[src/rtl/shct_pkg.sv]
// ----------------------------------------------------------------------------
// shct_pkg
// shared types, constants and digit helpers for the settable 12-hour clock
// ----------------------------------------------------------------------------
package shct_pkg;

    localparam int unsigned COORD_W = 10;
    localparam int unsigned HOUR_W  = 4;
    localparam int unsigned MS_W    = 6;
    localparam int unsigned REGION_W = 3;
    localparam int unsigned MASK_W  = 8;

    localparam int unsigned S_TDATA_W = 24;
    localparam int unsigned M_TDATA_W = 32;
    localparam int unsigned APB_AW    = 3;
    localparam int unsigned APB_DW    = 32;

    localparam logic [COORD_W-1:0] WIDTH_RESET  = COORD_W'(320);
    localparam logic [COORD_W-1:0] HEIGHT_RESET = COORD_W'(240);
    localparam logic [COORD_W-1:0] THIRD_RESET  = COORD_W'(320 / 3);

    localparam logic [HOUR_W-1:0] HOUR_MAX   = HOUR_W'(12);
    localparam logic [HOUR_W-1:0] HOUR_MIN   = HOUR_W'(1);
    localparam logic [MS_W-1:0]   MINSEC_MAX = MS_W'(59);

    localparam logic [MASK_W-1:0] MASK_ALL = 8'hFF;

    // register indexes on the config port
    typedef enum logic {
        REG_SCREEN_WIDTH  = 1'b0,
        REG_SCREEN_HEIGHT = 1'b1
    } reg_idx_t;

    // touch region codes
    typedef enum logic [REGION_W-1:0] {
        REGION_NONE         = 3'd0,
        REGION_TOP_LEFT     = 3'd1,
        REGION_BOTTOM_LEFT  = 3'd2,
        REGION_TOP_MID      = 3'd3,
        REGION_BOTTOM_MID   = 3'd4,
        REGION_TOP_RIGHT    = 3'd5,
        REGION_BOTTOM_RIGHT = 3'd6
    } region_t;

    // width / 3 by reciprocal, exact for every 10-bit value
    function automatic logic [COORD_W-1:0] div3(input logic [COORD_W-1:0] w);
        logic [20:0] prod;
        prod = 21'(w) * 21'd683;
        return prod[20:11];
    endfunction

    // tens digit of a value below 64
    function automatic logic [2:0] tens_of(input logic [MS_W-1:0] v);
        logic [2:0] t;
        if (v >= MS_W'(60))      t = 3'd6;
        else if (v >= MS_W'(50)) t = 3'd5;
        else if (v >= MS_W'(40)) t = 3'd4;
        else if (v >= MS_W'(30)) t = 3'd3;
        else if (v >= MS_W'(20)) t = 3'd2;
        else if (v >= MS_W'(10)) t = 3'd1;
        else                     t = 3'd0;
        return t;
    endfunction

    // ones digit of a value below 64
    function automatic logic [3:0] ones_of(input logic [MS_W-1:0] v);
        logic [MS_W-1:0] rem;
        rem = v - MS_W'(tens_of(v)) * MS_W'(10);
        return rem[3:0];
    endfunction

    // two-bit change mask: bit 0 tens, bit 1 ones
    function automatic logic [1:0] pair_diff(input logic [MS_W-1:0] a,
                                             input logic [MS_W-1:0] b);
        logic [1:0] m;
        m[0] = (tens_of(a) != tens_of(b));
        m[1] = (ones_of(a) != ones_of(b));
        return m;
    endfunction

endpackage

[src/rtl/settable_hms_clock_touch.sv]
// ----------------------------------------------------------------------------
// settable_hms_clock_touch
// 12-hour h:m:s clock advanced by ticks and set from a six-region touch panel
// ----------------------------------------------------------------------------
//
//  channel  | dir | handshake         | payload
//  ---------+-----+-------------------+----------------------------------------
//  s_       | in  | s_tvalid/s_tready | mode, touch_x, touch_y
//  m_       | out | m_tvalid/m_tready | hour, minute, second, region, mask
//  apb      | in  | psel/penable      | screen_width @0x0, screen_height @0x4
//
//  one item per cycle sustained while m_tready is high; each item passes
//  through the input register and then the result register
//  the clock state is read and written in the single compute step, so
//  back-to-back items see each other's updates
//  a stalled m_ side holds the result register and the input register
//  fills, after which s_tready drops
//  synchronous active-low reset restores 12:59:59 and the full-redraw flag
//
module settable_hms_clock_touch
    import shct_pkg::*;
(
    input  logic                  aclk,
    input  logic                  aresetn,

    input  logic                  s_tvalid,
    output logic                  s_tready,
    // [0] mode, [10:1] touch_x, [20:11] touch_y, [23:21] zero
    input  logic [S_TDATA_W-1:0]  s_tdata,

    output logic                  m_tvalid,
    input  logic                  m_tready,
    // [3:0] hour_now, [9:4] minute_now, [15:10] second_now,
    // [18:16] touch_region, [26:19] changed_chars, [31:27] zero
    output logic [M_TDATA_W-1:0]  m_tdata,

    input  logic                  psel,
    input  logic                  penable,
    input  logic                  pwrite,
    input  logic [APB_AW-1:0]     paddr,
    input  logic [APB_DW-1:0]     pwdata,
    output logic [APB_DW-1:0]     prdata,
    output logic                  pready
);

    // config registers; the third mark is worked out when the width is written
    logic [COORD_W-1:0] width_reg;
    logic [COORD_W-1:0] height_reg;
    logic [COORD_W-1:0] third_reg;

    // input register
    logic               in_valid_reg;
    logic               in_mode_reg;
    logic [COORD_W-1:0] in_x_reg;
    logic [COORD_W-1:0] in_y_reg;

    // clock and last shown time
    logic [HOUR_W-1:0]  hour_reg,  hour_next;
    logic [MS_W-1:0]    minute_reg, minute_next;
    logic [MS_W-1:0]    second_reg, second_next;
    logic [HOUR_W-1:0]  shown_hour_reg;
    logic [MS_W-1:0]    shown_minute_reg;
    logic [MS_W-1:0]    shown_second_reg;
    logic               shown_valid_reg;

    // result register
    logic               out_valid_reg;
    logic [HOUR_W-1:0]  out_hour_reg;
    logic [MS_W-1:0]    out_minute_reg;
    logic [MS_W-1:0]    out_second_reg;
    region_t            out_region_reg, region_next;
    logic [MASK_W-1:0]  out_mask_reg, mask_next;

    logic               advance;
    logic               fire;
    logic               refresh;
    logic               cfg_write;
    reg_idx_t           cfg_idx;
    logic [COORD_W-1:0] two_third;
    logic [COORD_W-1:0] mid;
    logic [1:0]         col;
    logic               col_ok;
    logic [1:0]         hour_diff, minute_diff, second_diff;

    // ---------------- config port ----------------
    assign pready    = 1'b1;
    assign cfg_write = psel && penable && pwrite;
    assign cfg_idx   = reg_idx_t'(paddr[2]);

    always_comb begin
        case (cfg_idx)
            REG_SCREEN_WIDTH:  prdata = APB_DW'(width_reg);
            REG_SCREEN_HEIGHT: prdata = APB_DW'(height_reg);
            default:           prdata = '0;
        endcase
    end

    always_ff @(posedge aclk) begin
        if (!aresetn) begin
            width_reg  <= WIDTH_RESET;
            height_reg <= HEIGHT_RESET;
            third_reg  <= THIRD_RESET;
        end else if (cfg_write) begin
            case (cfg_idx)
                REG_SCREEN_WIDTH: begin
                    width_reg <= pwdata[COORD_W-1:0];
                    third_reg <= div3(pwdata[COORD_W-1:0]);
                end
                REG_SCREEN_HEIGHT: height_reg <= pwdata[COORD_W-1:0];
                default: ;
            endcase
        end
    end

    // ---------------- handshakes ----------------
    // result register frees up when empty or being taken
    assign advance  = !out_valid_reg || m_tready;
    assign fire     = in_valid_reg && advance;
    assign s_tready = !in_valid_reg || advance;

    always_ff @(posedge aclk) begin
        if (!aresetn) begin
            in_valid_reg <= 1'b0;
        end else if (s_tready) begin
            in_valid_reg <= s_tvalid;
        end
    end

    always_ff @(posedge aclk) begin
        if (s_tready && s_tvalid) begin
            in_mode_reg <= s_tdata[0];
            in_x_reg    <= s_tdata[10:1];
            in_y_reg    <= s_tdata[20:11];
        end
    end

    // ---------------- region lookup ----------------
    // a touch exactly on a third mark or on the half mark hits no region
    assign two_third = {third_reg[COORD_W-2:0], 1'b0};
    assign mid       = {1'b0, height_reg[COORD_W-1:1]};

    always_comb begin
        col    = 2'd0;
        col_ok = 1'b1;
        if (in_x_reg < third_reg)                              col = 2'd0;
        else if (in_x_reg > third_reg && in_x_reg < two_third) col = 2'd1;
        else if (in_x_reg > two_third)                         col = 2'd2;
        else                                                   col_ok = 1'b0;

        region_next = REGION_NONE;
        if (in_mode_reg && col_ok) begin
            if (in_y_reg < mid)
                region_next = region_t'({col, 1'b0} + 3'd1);
            else if (in_y_reg > mid)
                region_next = region_t'({col, 1'b0} + 3'd2);
        end
    end

    // ---------------- time update ----------------
    always_comb begin
        hour_next   = hour_reg;
        minute_next = minute_reg;
        second_next = second_reg;

        // a tick behaves as a top-right touch
        case (in_mode_reg ? region_next : REGION_TOP_RIGHT)
            REGION_TOP_LEFT:
                hour_next = (hour_reg < HOUR_MAX) ? hour_reg + HOUR_W'(1) : HOUR_MIN;
            REGION_BOTTOM_LEFT:
                hour_next = (hour_reg > HOUR_MIN) ? hour_reg - HOUR_W'(1) : HOUR_MAX;
            REGION_TOP_MID: begin
                if (minute_reg < MINSEC_MAX) begin
                    minute_next = minute_reg + MS_W'(1);
                end else begin
                    minute_next = '0;
                    hour_next = (hour_reg < HOUR_MAX) ? hour_reg + HOUR_W'(1) : HOUR_MIN;
                end
            end
            REGION_BOTTOM_MID:
                minute_next = (minute_reg > '0) ? minute_reg - MS_W'(1) : MINSEC_MAX;
            REGION_TOP_RIGHT: begin
                if (second_reg < MINSEC_MAX) begin
                    second_next = second_reg + MS_W'(1);
                end else begin
                    second_next = '0;
                    if (minute_reg < MINSEC_MAX) begin
                        minute_next = minute_reg + MS_W'(1);
                    end else begin
                        minute_next = '0;
                        hour_next = (hour_reg < HOUR_MAX) ? hour_reg + HOUR_W'(1)
                                                          : HOUR_MIN;
                    end
                end
            end
            REGION_BOTTOM_RIGHT:
                second_next = (second_reg > '0) ? second_reg - MS_W'(1) : MINSEC_MAX;
            default: ;
        endcase
    end

    // ---------------- change mask ----------------
    assign refresh     = !in_mode_reg || (region_next != REGION_NONE);
    assign hour_diff   = pair_diff(MS_W'(shown_hour_reg), MS_W'(hour_next));
    assign minute_diff = pair_diff(shown_minute_reg, minute_next);
    assign second_diff = pair_diff(shown_second_reg, second_next);

    always_comb begin
        if (!refresh)
            mask_next = '0;
        else if (!shown_valid_reg)
            mask_next = MASK_ALL;          // first update redraws everything
        else
            mask_next = {second_diff, 1'b0, minute_diff, 1'b0, hour_diff};
    end

    // ---------------- state and result registers ----------------
    always_ff @(posedge aclk) begin
        if (!aresetn) begin
            hour_reg         <= HOUR_MAX;
            minute_reg       <= MINSEC_MAX;
            second_reg       <= MINSEC_MAX;
            shown_hour_reg   <= '0;
            shown_minute_reg <= '0;
            shown_second_reg <= '0;
            shown_valid_reg  <= 1'b0;
            out_valid_reg    <= 1'b0;
        end else begin
            if (fire) begin
                hour_reg   <= hour_next;
                minute_reg <= minute_next;
                second_reg <= second_next;
                if (refresh) begin
                    shown_hour_reg   <= hour_next;
                    shown_minute_reg <= minute_next;
                    shown_second_reg <= second_next;
                    shown_valid_reg  <= 1'b1;
                end
            end
            if (advance) begin
                out_valid_reg <= in_valid_reg;
            end
        end
    end

    always_ff @(posedge aclk) begin
        if (fire) begin
            out_hour_reg   <= hour_next;
            out_minute_reg <= minute_next;
            out_second_reg <= second_next;
            out_region_reg <= region_next;
            out_mask_reg   <= mask_next;
        end
    end

    assign m_tvalid = out_valid_reg;
    assign m_tdata  = {5'b0, out_mask_reg, out_region_reg, out_second_reg,
                       out_minute_reg, out_hour_reg};

endmodule

[config.mk]
export PLATFORM = sky130hd
export DESIGN_NAME = settable_hms_clock_touch
export DESIGN_NICKNAME = d
export VERILOG_FILES = /design/src/rtl/shct_pkg.sv /design/src/rtl/settable_hms_clock_touch.sv
export SDC_FILE = /design/constraint.sdc
export NUM_CORES = 1
export LEC_CHECK = 0
export ABC_AREA = 0
export BUFFER_PORTS_ARGS = -buffer_cell sky130_fd_sc_hd__buf_2
export CAP_MARGIN = 25
export CORE_MARGIN = 1.5
export CORE_UTILIZATION = 35
export DETAILED_ROUTE_END_ITERATION = 8
export SYNTH_ARGS = -nofsm -noshare
export SYNTH_HDL_FRONTEND = slang
export SYNTH_SLANG_ARGS = --single-unit
[constraint.sdc]
create_clock -name aclk -period 5 [get_ports aclk]
set_input_delay 0 -clock aclk [delete_from_list [all_inputs] [get_ports aclk]]
set_output_delay 0 -clock aclk [all_outputs]
set_load 0.02 [all_outputs]
# After elaboration in Yosys (flattened, before gate mapping)
# Index checks and enable logic that the tools add are counted.
[op_classes]
bitwise_logic = 1
n_eq_ne = 12
n_mux = 52
n_mul = 7
div = 0
order_cmp = 40
n_reduce_logical = 16
shift = 0
addsub = 14
[op_table]
columns = ["op", "count"]
rows = [
  ["$ge A6 B6 Y1 const B", 12],
  ["$pmux W32 S2", 1],
  ["$mux W3", 20],
  ["$ge A6 B5 Y1 const B", 8],
  ["$mux W6", 5],
  ["$ge A6 B4 Y1 const B", 4],
  ["$sub A4 B4 Y4", 6],
  ["$gt A10 B9 Y1", 2],
  ["$lt A10 B9 Y1", 2],
  ["$mul A10 B10 Y20 const B", 1],
  ["$mul A3 B3 Y3 const B", 6],
  ["$mux W2", 9],
  ["$pmux W6 S3", 1],
  ["$mux W4", 4],
  ["$pmux W4 S4", 1],
  ["$add A6 B1 Y6 const B", 2],
  ["$ge A4 B6 Y1 const B", 2],
  ["$gt A6 B1 Y1 const B", 2],
  ["$lt A6 B6 Y1 const B", 2],
  ["$ne A4 B4 Y1", 3],
  ["$pmux W6 S2", 1],
  ["$sub A6 B1 Y6 const B", 2],
  ["$gt A10 B10 Y1", 1],
  ["$lt A10 B10 Y1", 1],
  ["19 further kinds", 44],
]
[word_totals]
mem_count = 0
out_inout_bits = 67
mem_bits_rw = 0
inputBits = 66
word_cells = 162
register_bits = 112
latch_bits = 0
rom_bits = 0

# Longest topological paths before layout
# Gate-level depths: netlist of the first run.
[depth]
depth_word = 22
mapped_depth = 23
ltp_nobuf = 21

# Least setup slack after synthesis of the first run
# No wires, ideal clock.
[synth_path]
path_type = "reg-to-reg"
start = "register in_x_reg[3]"
end = "register out_mask_reg[7] (data pin)"
n_path_buf = 1
t_arrival_ns = 4.491
setup_time_ns = 0.286
synth_period_minus_slack_ns = 4.777
stages_incl_launch_ff = 20
t_required_ns = 4.714
setup_slack_ns = 0.223
cell_sequence = "edfxtp_1 ha_1 a21oi_2 o21ai_2 a2111oi_4 o311a_1 buf_6 mux2i_2 a211oi_1 a311oi_4 nor2_2 or3b_1 and3_2 ha_1 fa_1 xnor2_1 xnor2_1 xnor2_1 xnor2_1 a41oi_1"
[synth_between]
elab_chain_len = 22
word_cells_on_any_way = 39
cone_classes = "3 x add/sub; 1 x mul; 10 x order compare; 3 x eq/ne; 18 x mux; 4 x reduce/logical"
[synth_rtl]
columns = ["item", "line", "rtl"]
rows = [
  ["start, declared", "settable_hms_clock_touch.sv:54", "logic [COORD_W-1:0] in_x_reg;"],
  ["start signal, assigned", "settable_hms_clock_touch.sv:132", "in_x_reg <= s_tdata[10:1];"],
  ["$gt A10 B10 Y1, or another cell as far along", "settable_hms_clock_touch.sv:147", "else if (in_x_reg > two_third) col = 2'd2;"],
  ["$mux W2 or $logic_and A1 B1 Y1 (tied branches)", "settable_hms_clock_touch.sv:147, settable_hms_clock_touch.sv:146", ""],
  ["$mux W2", "settable_hms_clock_touch.sv:146", "else if (in_x_reg > third_reg && in_x_reg < two_third) col = 2'd1;"],
  ["$mux W2", "settable_hms_clock_touch.sv:145", "if (in_x_reg < third_reg) col = 2'd0;"],
  ["$add A3 B2 Y3", "settable_hms_clock_touch.sv:155", "region_next = region_t'({col, 1'b0} + 3'd2);"],
  ["$mux W3", "settable_hms_clock_touch.sv:154", "else if (in_y_reg > mid)"],
  ["$mux W3", "settable_hms_clock_touch.sv:152", "if (in_y_reg < mid)"],
  ["$mux W3 *", "settable_hms_clock_touch.sv:151", "if (in_mode_reg && col_ok) begin"],
  ["[6 not listed]", "-", ""],
  ["$mux W3", "shct_pkg.sv:58", "else if (v >= MS_W'(30)) t = 3'd3;"],
  ["$mux W3", "shct_pkg.sv:57", "else if (v >= MS_W'(40)) t = 3'd4;"],
  ["$mux W3", "shct_pkg.sv:56", "else if (v >= MS_W'(50)) t = 3'd5;"],
  ["$mux W3", "shct_pkg.sv:55", "if (v >= MS_W'(60)) t = 3'd6;"],
  ["$mul A3 B3 Y3", "shct_pkg.sv:68", "rem = v - MS_W'(tens_of(v)) * MS_W'(10);"],
  ["$sub A4 B4 Y4", "shct_pkg.sv:68", ""],
  ["$ne A4 B4 Y1", "shct_pkg.sv:77", "m[1] = (ones_of(a) != ones_of(b));"],
  ["$mux W8", "settable_hms_clock_touch.sv:210", "else if (!shown_valid_reg)"],
  ["end signal, assigned", "settable_hms_clock_touch.sv:251", "out_mask_reg <= mask_next;"],
  ["end, declared", "settable_hms_clock_touch.sv:72", "logic [MASK_W-1:0] out_mask_reg, mask_next;"],
]
# Mark *: on every way between the ends. The rest lies on a longest branch, timed or not.
# A chain may end at the register's enable or synchronous reset.

# Final worst setup path of the first run
[layout_path]
start = "register in_x_reg[3]"
end = "register out_mask_reg[4] (data pin)"
[layout_between]
elab_chain_len = 22
word_cells_on_any_way = 40
cone_classes = "3 x add/sub; 1 x mul; 10 x order compare; 4 x eq/ne; 18 x mux; 4 x reduce/logical"
[layout_rtl]
columns = ["item", "line"]
rows = [
  ["$gt A10 B10 Y1, or another cell as far along", "settable_hms_clock_touch.sv:147"],
  ["$mux W2 or $logic_and A1 B1 Y1 (tied branches)", "settable_hms_clock_touch.sv:147, settable_hms_clock_touch.sv:146"],
  ["$mux W2", "settable_hms_clock_touch.sv:146"],
  ["$mux W2", "settable_hms_clock_touch.sv:145"],
  ["$add A3 B2 Y3", "settable_hms_clock_touch.sv:155"],
  ["$mux W3", "settable_hms_clock_touch.sv:154"],
  ["$mux W3", "settable_hms_clock_touch.sv:152"],
  ["$mux W3 *", "settable_hms_clock_touch.sv:151"],
  ["[6 not listed]", "-"],
  ["$mux W2", "shct_pkg.sv:58"],
  ["$mux W3", "shct_pkg.sv:57"],
  ["$mux W3", "shct_pkg.sv:56"],
  ["$mux W3", "shct_pkg.sv:55"],
  ["$mul A3 B3 Y3", "shct_pkg.sv:68"],
  ["$sub A4 B4 Y4", "shct_pkg.sv:68"],
  ["$ne A4 B4 Y1", "shct_pkg.sv:77"],
  ["$mux W8", "settable_hms_clock_touch.sv:210"],
]
# Marks and branches as above.

==> metrics, run 1 <==
Slew Viols, Final 0; Hold Crit Class input port to register; # setup viols final 0; Startpoint Class register; CP Class register to register; power per cell area 318 nW/um2; height of the die 162 um; CP Capture Type register; critical-path cell list ha_4 > nand4_1 > nor3_2 > a2111oi_4 > o311a_1 > buf_4 > buf_8 > nand2_4 > a311oi_4 > a211oi_4 > or2_4 > xnor2_1 > o22ai_1 > a21oi_2 > ha_2 > fa_2 > xnor2_2 > xnor2_1 > xnor2_1 > xnor2_1 > a41oi_1; Fmax 208 MHz; GR Util All Layers 16.1%; TritonCTS Buffers 9; Least-Margin Pin Slew between 0.9 and 1 ns; post-route setup TNS 0 ns; R2R cell count 21; IO Port Bufs 77; worst r2r dst out_mask_reg[4]; Worst Path Arrival 4.90 ns; synth cell count leaders nand2_1, ha_1, inv_1; Starting DRT DRC Count 424; Max clock buf depth 2; Placed Area slightly below 10000 um2; Post-Syn Instances 960; final instance area 10900 um2; DP Cell Count 1368; CP max stage cell edfxtp_1; Worst EP required a little over 5 ns; die area between 20000 and 30000 um2; Leakage just under 5 nW; Vias/cell 5.00; drt total wl between 20 and 25 mm; clock skew ~0.018 ns; Synth top area share 15.9%; CP max FO 8; Clock Latency Late Sink 0.37 ns; synth top area cells edfxtp_1, ha_1, dfxtp_1; syn avg cell area 9.23 um2; Fillers between 2k and 2.5k; drt pass-1 iters 5; Multi-input gate area around 5900 um2; outcome complete, no violations; RR Startpoint in_x_reg[3]; Detail Route Antenna Nets 0; Post-synth EDFFs 47; Hold Slack between 0.02 and 0.025 ns; n_diodes 0; Area Overhead vs Synth 23.2%; Post-synth top flop dfxtp_1; vias in the first global route 6899; top-count cell post-synth nand2_1; Buffers & Inverters on Critical Path 2; layout cells sized above 1 23.5%; crit path launch in_x_reg[3]; row cnt 58; die width approximately 160 um; first-pass GRT wire length 34.0 mm; TritonCTS clock tree yes; WL/cell 15.0 um; IO Pins 133; initial antenna violation count 0; CTS clk-pin slew, worst paths about 0.09 ns; post-synthesis cell type count 85; Worst setup endpoint out_mask_reg[4]; number of clock sinks roughly 110; largest area contributor in the netlist edfxtp_1; Initial Utilization 35.4%; largest net degree at the start of global routing 66; Reg area 2700 um2; Max Cap Viol 0; shortest period the worst path allows 4.81 ns; dpl hpwl around 16 mm; htree depth 3; final hold violation count 0; Non-Filler Instances 1435; max_slew headroom 35.8%; total gr overflow 0; CP peak stage delay 0.48 ns; R2R setup slack 0.19 ns; delay-heaviest family, CP compound AO/OA/AOI/OAI gates; Final #Nets around 1.3k; Worst VDD drop 198 uV; vias post-DR 7177; Root Driver clkbuf_16; #FFs+latches synth 111; GP Congestion 0.870; asr flop ratio synth 0%; Levels on crit path 21; core area 25000 um2; register area share after synthesis 30.4%; most used cell, CP xnor2_1; final core occ between 40% and 50%; Syn. warnings 0; RSZ-0062 raised after global routing yes; fin crit share 96.2%; # DRC 0; post-synth design cell area 8860 um2
[cells by family (layout without fill, tap and decap cells)]
group	Yosys count	count (layout)	share of synthesized area (%)
adder cells (fa/ha/maj)	129	129	20.4
multiplexers	21	21	2.59
buffers and inverters	176	295	8.83
AO/OA/AOI/OAI	228	228	19.7
other	2	28	0.0848
XOR/XNOR	40	40	3.96
flip-flops	111	111	30.4
AND/OR/NAND/NOR	253	253	14.0
[worst min-delay path by stage]
stage / from / endpoint / depth (start not counted)
floorplan: s_tdata[0] / in_mode_reg / 0
global placement: s_tdata[3] / in_x_reg[2] / 1
detailed placement: s_tdata[5] / in_x_reg[4] / 1
CTS: pwdata[9] / width_reg[9] / 3
global route: pwdata[9] / width_reg[9] / 3
finish: pwdata[9] / width_reg[9] / 3
[placed cells by master (no fill, tap or decap), drive strengths merged, types with 6 or more instances in the layout]
master	count
nor4	11
nand3	18
a31oi	9
o21ai	42
xnor2	26
buf	144
o211ai	27
mux2	12
dfxtp	64
o21a	10
ha	103
nand4	7
conb	28
a211oi	10
xor2	14
edfxtp	47
nand2b	9
dlygate4sd3	27
nor3	22
nand2	107
o211a	17
fa	26
nor2	43
clkbuf	9
a21oi	31
o31ai	6
a21boi	22
inv	112
mux2i	9
nor2b	11
[report_power, final]
part	total, mW	switching [mW]	internal, mW
logic	1.64	0.877	0.763
clock network	0.756	0.396	0.360
registers	1.07	0.0620	1.01
total	3.47	1.33	2.13
[routing by layer]
layer,GRT usage (%),part of all wire [%],up-vias
li1,-,-,3632
met1,20.4,46,3385
met2,28.2,50,135
met3,2.55,2.8,25
met4,4.50,1.9,0
met5,0,0,-
[what timing repair did]
item,CTS,global route
setup endpoints to repair,1,5
hold buffers,27,0
setup buffers,0,23
pin swaps,0,45
gates resized for setup,1,78
endpoints found under the hold margin,30,0
[worst min-delay path, stage by stage]
cell and delay (ns):
buf_2 0.18, nand2_1 0.08, a21boi_0 0.07
[final cells by class]
type                    count  share of cell area, %
clock buffers               9                   2.06
clock inverters             7                  0.734
inverters                 108                   3.72
multi-input cells         699                   53.9
flip-flops and latches    111                   24.8
well taps                 330                   3.78
repair buffers            171                   11.1
[metrics by stage]
step	worst slack, ns	power, mW
detailed placement	0.0244	2.54
CTS	0.0227	3.32
finish	0.192	3.47
global route	-0.100	3.74
floorplan	0.223	2.17
global placement	0.109	2.51
No activity file was read; power rests on OpenSTA's default activity.
==> run 2: changes to the inputs <==
ABC_CLOCK_PERIOD_IN_PS = 5000   (was not set)
CORE_MARGIN = 4   (was 1.5)
==> run 2 against run 1 <==
Against the previous run: global-route usage decreased by 1.2 points; critical endpoint is now out_mask_reg[7]; critical path type unchanged; hold slack barely moved; core utilization fell by 0.59 points; cell area shrank 3.1%; power down 3.5%; critical path depth shrank 2; sequential cell count did not move; worst setup slack worse by 0.072 ns; register-to-register slack got worse by 0.07 ns; sequential power hardly changed; combinational power fell by 5%.
==> metrics, run 2 (same netlist as run 1, synthesis figures left out) <==
outcome complete, no violations (unchanged); vias post-DR 7195 (was 7177); Max Used Layer met4 (unchanged); RSZ-0062 raised after global routing yes (unchanged); largest net degree at the start of global routing 66 (unchanged); Max clock buf depth 2 (unchanged); final instance area 10600 um2 (was 10900 um2); Final #Nets 1280 (was 1295); drt total wl 21.3 mm (was 21.5 mm); Int Power 2.07 mW (was 2.13 mW); Max Cap Viol 0 (unchanged); fin crit share 97.6% (was 96.2%); IO Pins 133 (unchanged); GP Congestion 0.882 (was 0.870); CP max FO 8 (unchanged); leading cell types in the layout, fill and taps excluded nand2_1, inv_1, ha_1 (unchanged); vias in the first global route 7003 (was 6899); Worst Path Arrival 4.96 ns (was 4.90 ns); Hold Crit Class input port to register (unchanged); # setup viols final 0 (unchanged); CTS clk-pin slew, worst paths 0.08 ns (was 0.09 ns); Startpoint Class register (unchanged); drt pass-1 iters 5 (unchanged); Sw Pwr 1.27 mW (was 1.33 mW); Initial Utilization 36.0% (was 35.4%); Detail Route Antenna Nets 0 (unchanged); Vias/cell 5.09 (was 5.00); TritonCTS Buffers 9 (unchanged); core area 24600 um2 (was 25000 um2); power per cell area 316 nW/um2 (was 318 nW/um2); delay-heaviest family, CP compound AO/OA/AOI/OAI gates (unchanged); row cnt 57 (was 58); shortest period the worst path allows 4.88 ns (was 4.81 ns); Slew Viols, Final 0 (unchanged); Placed Area 9680 um2 (was 9710 um2); height of the die 167 um (was 162 um); n_diodes 0 (unchanged); final hold violation count 0 (unchanged); Fillers 2392 (was 2432); total gr overflow 0 (unchanged); Fmax 205 MHz (was 208 MHz); Clock Latency Late Sink 0.36 ns (was 0.37 ns); post-route setup TNS 0 ns (unchanged); clock share of power 21.5% (was 21.8%); WL met1 9.34 mm (was 9.86 mm); Root Driver clkbuf_16 (unchanged); most common cell after layout, fill and taps aside nand2_1 (unchanged); Reg power frac 32.0% (was 30.9%); initial antenna violation count 0 (unchanged); Worst VDD drop 192 uV (was 198 uV); number of clock sinks 111 (unchanged); most used cell, CP xnor2_1 (unchanged); GR Util All Layers 14.9% (was 16.1%); first-pass GRT wire length 34.5 mm (was 34.0 mm); Leakage 4.76 nW (was 4.85 nW); layout cells sized above 1 20.2% (was 23.5%); Worst EP required 5.08 ns (was 5.09 ns); max_slew headroom 32.7% (was 35.8%); critical-path cell list ha_4 > a211o_1 > o211ai_1 > a31oi_4 > or3_4 > o31a_4 > buf_8 > o311a_4 > a311oi_4 > nor2_2 > or3b_1 > and3_4 > ha_4 > fa_2 > xnor2_2 > xnor2_1 > xnor2_1 > xnor2_1 > a41oi_1 (was ha_4 > nand4_1 > nor3_2 > a2111oi_4 > o311a_1 > buf_4 > buf_8 > nand2_4 > a311oi_4 > a211oi_4 > or2_4 > xnor2_1 > o22ai_1 > a21oi_2 > ha_2 > fa_2 > xnor2_2 > xnor2_1 > xnor2_1 > xnor2_1 > a41oi_1); Area Overhead vs Synth 19.4% (was 23.2%); TritonCTS clock tree yes (unchanged); final core occ 43.0% (was 43.6%); IO Port Bufs 77 (unchanged); Least-Margin Pin Slew 1.01 ns (was 0.963 ns); dpl hpwl 16.1 mm (was 15.7 mm); routed wire length on met3 882 um (was 602 um); Buffers & Inverters on Critical Path 1 (was 2); CP Class register to register (unchanged); CP Capture Type register (unchanged); met2 wire length 10.7 mm (about the same); die width 167 um (was 162 um); switch share 38.0% (was 38.5%); # DRC 0 (unchanged); die area 27900 um2 (was 26300 um2); Starting DRT DRC Count 380 (was 424); Hold Slack 0.0216 ns (was 0.0214 ns); CP max stage cell or3_4 (was edfxtp_1); Combinational Power Share 46.6% (was 47.3%); CP peak stage delay 0.44 ns (was 0.48 ns); htree depth 3 (unchanged); clock skew 0.00842 ns (was 0.0184 ns); WL/cell 15.0 um (about the same)
## run 2: what timing repair did
action | CTS | global route
setup buffers | 0 | 9
resized for setup | 1 | 43
cloned | 0 | 1
endpoints found under the hold margin | 28 | 0
endpoints found under the setup margin | 1 | 5
hold buffers | 27 | 0
pin swaps | 0 | 23
## run 2: routing by layer
layer / track usage [%] / vias to the layer above
met5: 0 / -
met1: 18.9 / 3415
li1: - / 3603
met3: 2.13 / 20
met2: 26.2 / 157
met4: 4.48 / 0
## run 2: area by class of cell
cell class                 count  area (um2)  area share [%]
sequential                   111        2700            25.5
inverter                     108         405            3.83
timing repair buffer         155        1060            10.1
multi-input combinational    700        5720            54.0
clock buffer                   9         225            2.13
tap                          324         405            3.83
clock inverter                 7        65.1           0.615
## run 2: final timing paths
kind                                    from              end  slack (ns)  cells after the start
worst max-delay path             in_y_reg[3]  out_mask_reg[7]        0.12                     19
worst max register to register   in_y_reg[3]  out_mask_reg[7]        0.12                     19
worst min-delay path               pwdata[9]     width_reg[9]        0.02                      3
worst min register to register  width_reg[4]     width_reg[4]        0.46                      2
## run 2: worst reg2reg max path, cell delays in order, from the launching register on
cell and delay, ns:
edfxtp_1 0.42, ha_4 0.26, a211o_1 0.25, o211ai_1 0.15, a31oi_4 0.17, or3_4 0.44
o31a_4 0.41, buf_8 0.16, o311a_4 0.13, a311oi_4 0.34, nor2_2 0.06, or3b_1 0.38
and3_4 0.17, ha_4 0.15, fa_2 0.40, xnor2_2 0.17, xnor2_1 0.15, xnor2_1 0.15
xnor2_1 0.13, a41oi_1 0.13
## run 2: per-stage QoR
step / power [mW] / cells / worst slack (ns)
final: 3.35 / 1414 / 0.120
after detailed placement: 2.52 / 1360 / -0.0146
after global placement: 2.50 / 1360 / 0.0863
after CTS: 3.27 / 1403 / 0.0377
after floorplan: 2.17 / 986 / 0.223
after global routing: 3.60 / 1414 / -0.0849
## run 2: power by group through the flow
stage / Clock, mW / Combinational [mW] / Sequential [mW]
floorplan: 0 / 1.09 / 1.08
global placement: 0 / 1.41 / 1.09
detailed placement: 0 / 1.43 / 1.09
CTS: 0.740 / 1.46 / 1.07
global route: 0.768 / 1.76 / 1.08
finish: 0.719 / 1.56 / 1.07
==> run 3: changes to the inputs <==
CORE_UTILIZATION = 28   (was 35)
==> run 3 against run 2 <==
Against the previous run: fmax increased by 2.0%; routed wire length grew 2.0%; critical path depth down 1; sequential power barely moved; global-route usage shrank 2.5 points; via count decreased by 0.43%; final cell count grew 5.4%; worst setup slack better by 0.096 ns; critical path type unchanged; largest cell class unchanged.
==> metrics, run 3 (same netlist as run 1, synthesis figures left out) <==
outcome complete, no violations (unchanged); drt pass-1 iters 5 (unchanged); vias in the first global route 6954 (was 7003); Worst VDD drop 174 uV (was 192 uV); total gr overflow 0 (unchanged); CP Capture Type register (unchanged); drt total wl 21.7 mm (was 21.3 mm); core area 30900 um2 (was 24600 um2); RSZ-0062 raised after global routing yes (unchanged); IO Port Bufs 77 (unchanged); Hold Crit Class input port to register (unchanged); leading cell types in the layout, fill and taps excluded nand2_1, inv_1, ha_1 (unchanged); Max clock buf depth 2 (unchanged); Clock Latency Late Sink 0.35 ns (was 0.36 ns); htree depth 3 (unchanged); Root Driver clkbuf_16 (unchanged); GR Util All Layers 12.4% (was 14.9%); final instance area 10600 um2 (about the same); Reg area 2690 um2 (was 2700 um2); GP Congestion 0.921 (was 0.882); max_slew headroom 34.4% (was 32.7%); n_diodes 0 (unchanged); TritonCTS Buffers 9 (unchanged); # DRC 0 (unchanged); initial antenna violation count 0 (unchanged); Initial Utilization 28.7% (was 36.0%); CP max FO 12 (was 8); Placed Area 9820 um2 (was 9680 um2); most used cell, CP xnor2_1 (unchanged); die width 186 um (was 167 um); Startpoint Class register (unchanged); largest net degree at the start of global routing 66 (unchanged); TritonCTS clock tree yes (unchanged); shortest period the worst path allows 4.78 ns (was 4.88 ns); Area Overhead vs Synth 19.9% (was 19.4%); Least-Margin Pin Slew 0.984 ns (was 1.01 ns); CTS clk-pin slew, worst paths 0.07 ns (was 0.08 ns); dpl hpwl 16.9 mm (was 16.1 mm); final hold violation count 0 (unchanged); number of clock sinks 111 (unchanged); Power, Total 3.29 mW (was 3.35 mW); CP peak stage delay 0.43 ns (was 0.44 ns); Worst Path Arrival 4.87 ns (was 4.96 ns); CP max stage cell o31a_4 (was or3_4); CP Class register to register (unchanged); layout cells sized above 1 20.5% (was 20.2%); WL/cell 14.6 um (was 15.0 um); IO Pins 133 (unchanged); row cnt 64 (was 57); Worst EP required 5.08 ns (about the same); fin crit share 95.7% (was 97.6%); Leakage 4.75 nW (was 4.76 nW); Multi-input gate area 5680 um2 (was 5720 um2); Starting DRT DRC Count 397 (was 380); # setup viols final 0 (unchanged); Max Cap Viol 0 (unchanged); height of the die 186 um (was 167 um); critical-path cell list ha_1 > a211o_1 > o211ai_1 > a31oi_4 > or3_4 > o31a_4 > buf_4 > a311oi_4 > nor2_2 > or3b_1 > and3_4 > ha_4 > fa_2 > xnor2_2 > xnor2_1 > xnor2_1 > xnor2_1 > a41oi_1 (was ha_4 > a211o_1 > o211ai_1 > a31oi_4 > or3_4 > o31a_4 > buf_8 > o311a_4 > a311oi_4 > nor2_2 > or3b_1 > and3_4 > ha_4 > fa_2 > xnor2_2 > xnor2_1 > xnor2_1 > xnor2_1 > a41oi_1); Fmax 209 MHz (was 205 MHz); first-pass GRT wire length 34.7 mm (was 34.5 mm); Detail Route Antenna Nets 0 (unchanged); Vias/cell 4.81 (was 5.09); Fillers 3220 (was 2392); Slew Viols, Final 0 (unchanged); power per cell area 310 nW/um2 (was 316 nW/um2); vias post-DR 7164 (was 7195); Final #Nets 1284 (was 1280); die area 34500 um2 (was 27900 um2); most common cell after layout, fill and taps aside nand2_1 (unchanged); clock skew 0.0104 ns (was 0.00842 ns)
-- run 3: where the power goes --
group	total, mW	internal, mW	switching, mW
clock network	0.670	0.338	0.332
logic	1.55	0.708	0.846
registers	1.07	1.01	0.0601
-- run 3: metrics by stage --
step           instances  worst slack [ns]  hold WS [ns]  TNS [ns]  util (%)
4_1_cts             1479           0.00768       0.00733         0      33.4
3_5_place_dp        1439            0.0143         0.180         0      31.8
3_3_place_gp        1439             0.133         0.180         0      31.8
5_1_grt             1490           -0.0644        0.0433   -0.0644      34.4
2_1_floorplan        986             0.223        0.0989         0         -
6_report            1490             0.216        0.0202         0      34.4
-- run 3: timing repair --
action	4_1_cts	5_1_grt
hold buffers	24	0
resized for setup	0	40
setup buffers	0	10
setup endpoints to repair	0	2
hold endpoints to repair	25	0
-- run 3: worst paths after layout --
path,start,endpoint,slack (ns),depth (start not counted)
worst min-delay path,pwdata[9],width_reg[9],0.02,3
worst max-delay path,in_y_reg[3],out_mask_reg[7],0.22,18
worst max register to register,in_y_reg[3],out_mask_reg[7],0.22,18
worst min register to register,width_reg[2],width_reg[2],0.46,2
-- run 3: routing by layer --
layer	part of all wire, %	track usage [%]
met1	47	16.6
met2	47	20.7
met3	3.9	2.42
met4	1.3	2.86
met5	0	0
-- run 3: layout make-up --
cell class	count	area share [%]
multi-input cells	699	53.5
flip-flops and latches	111	25.4
repair buffers	160	10.1
well taps	396	4.67
inverters	108	3.82
clock buffers	11	2.19
clock inverters	5	0.306
-- run 3: worst max-delay path: cells and delay by family, from the launching register on --
family | cells | cell delay [ns]
AO/OA/AOI/OAI | 6 | 1.48
AND/OR/NAND/NOR | 4 | 1.03
adder cells (fa/ha/maj) | 3 | 0.82
XOR/XNOR | 4 | 0.60
flip-flops | 1 | 0.40
buffers and inverters | 1 | 0.18
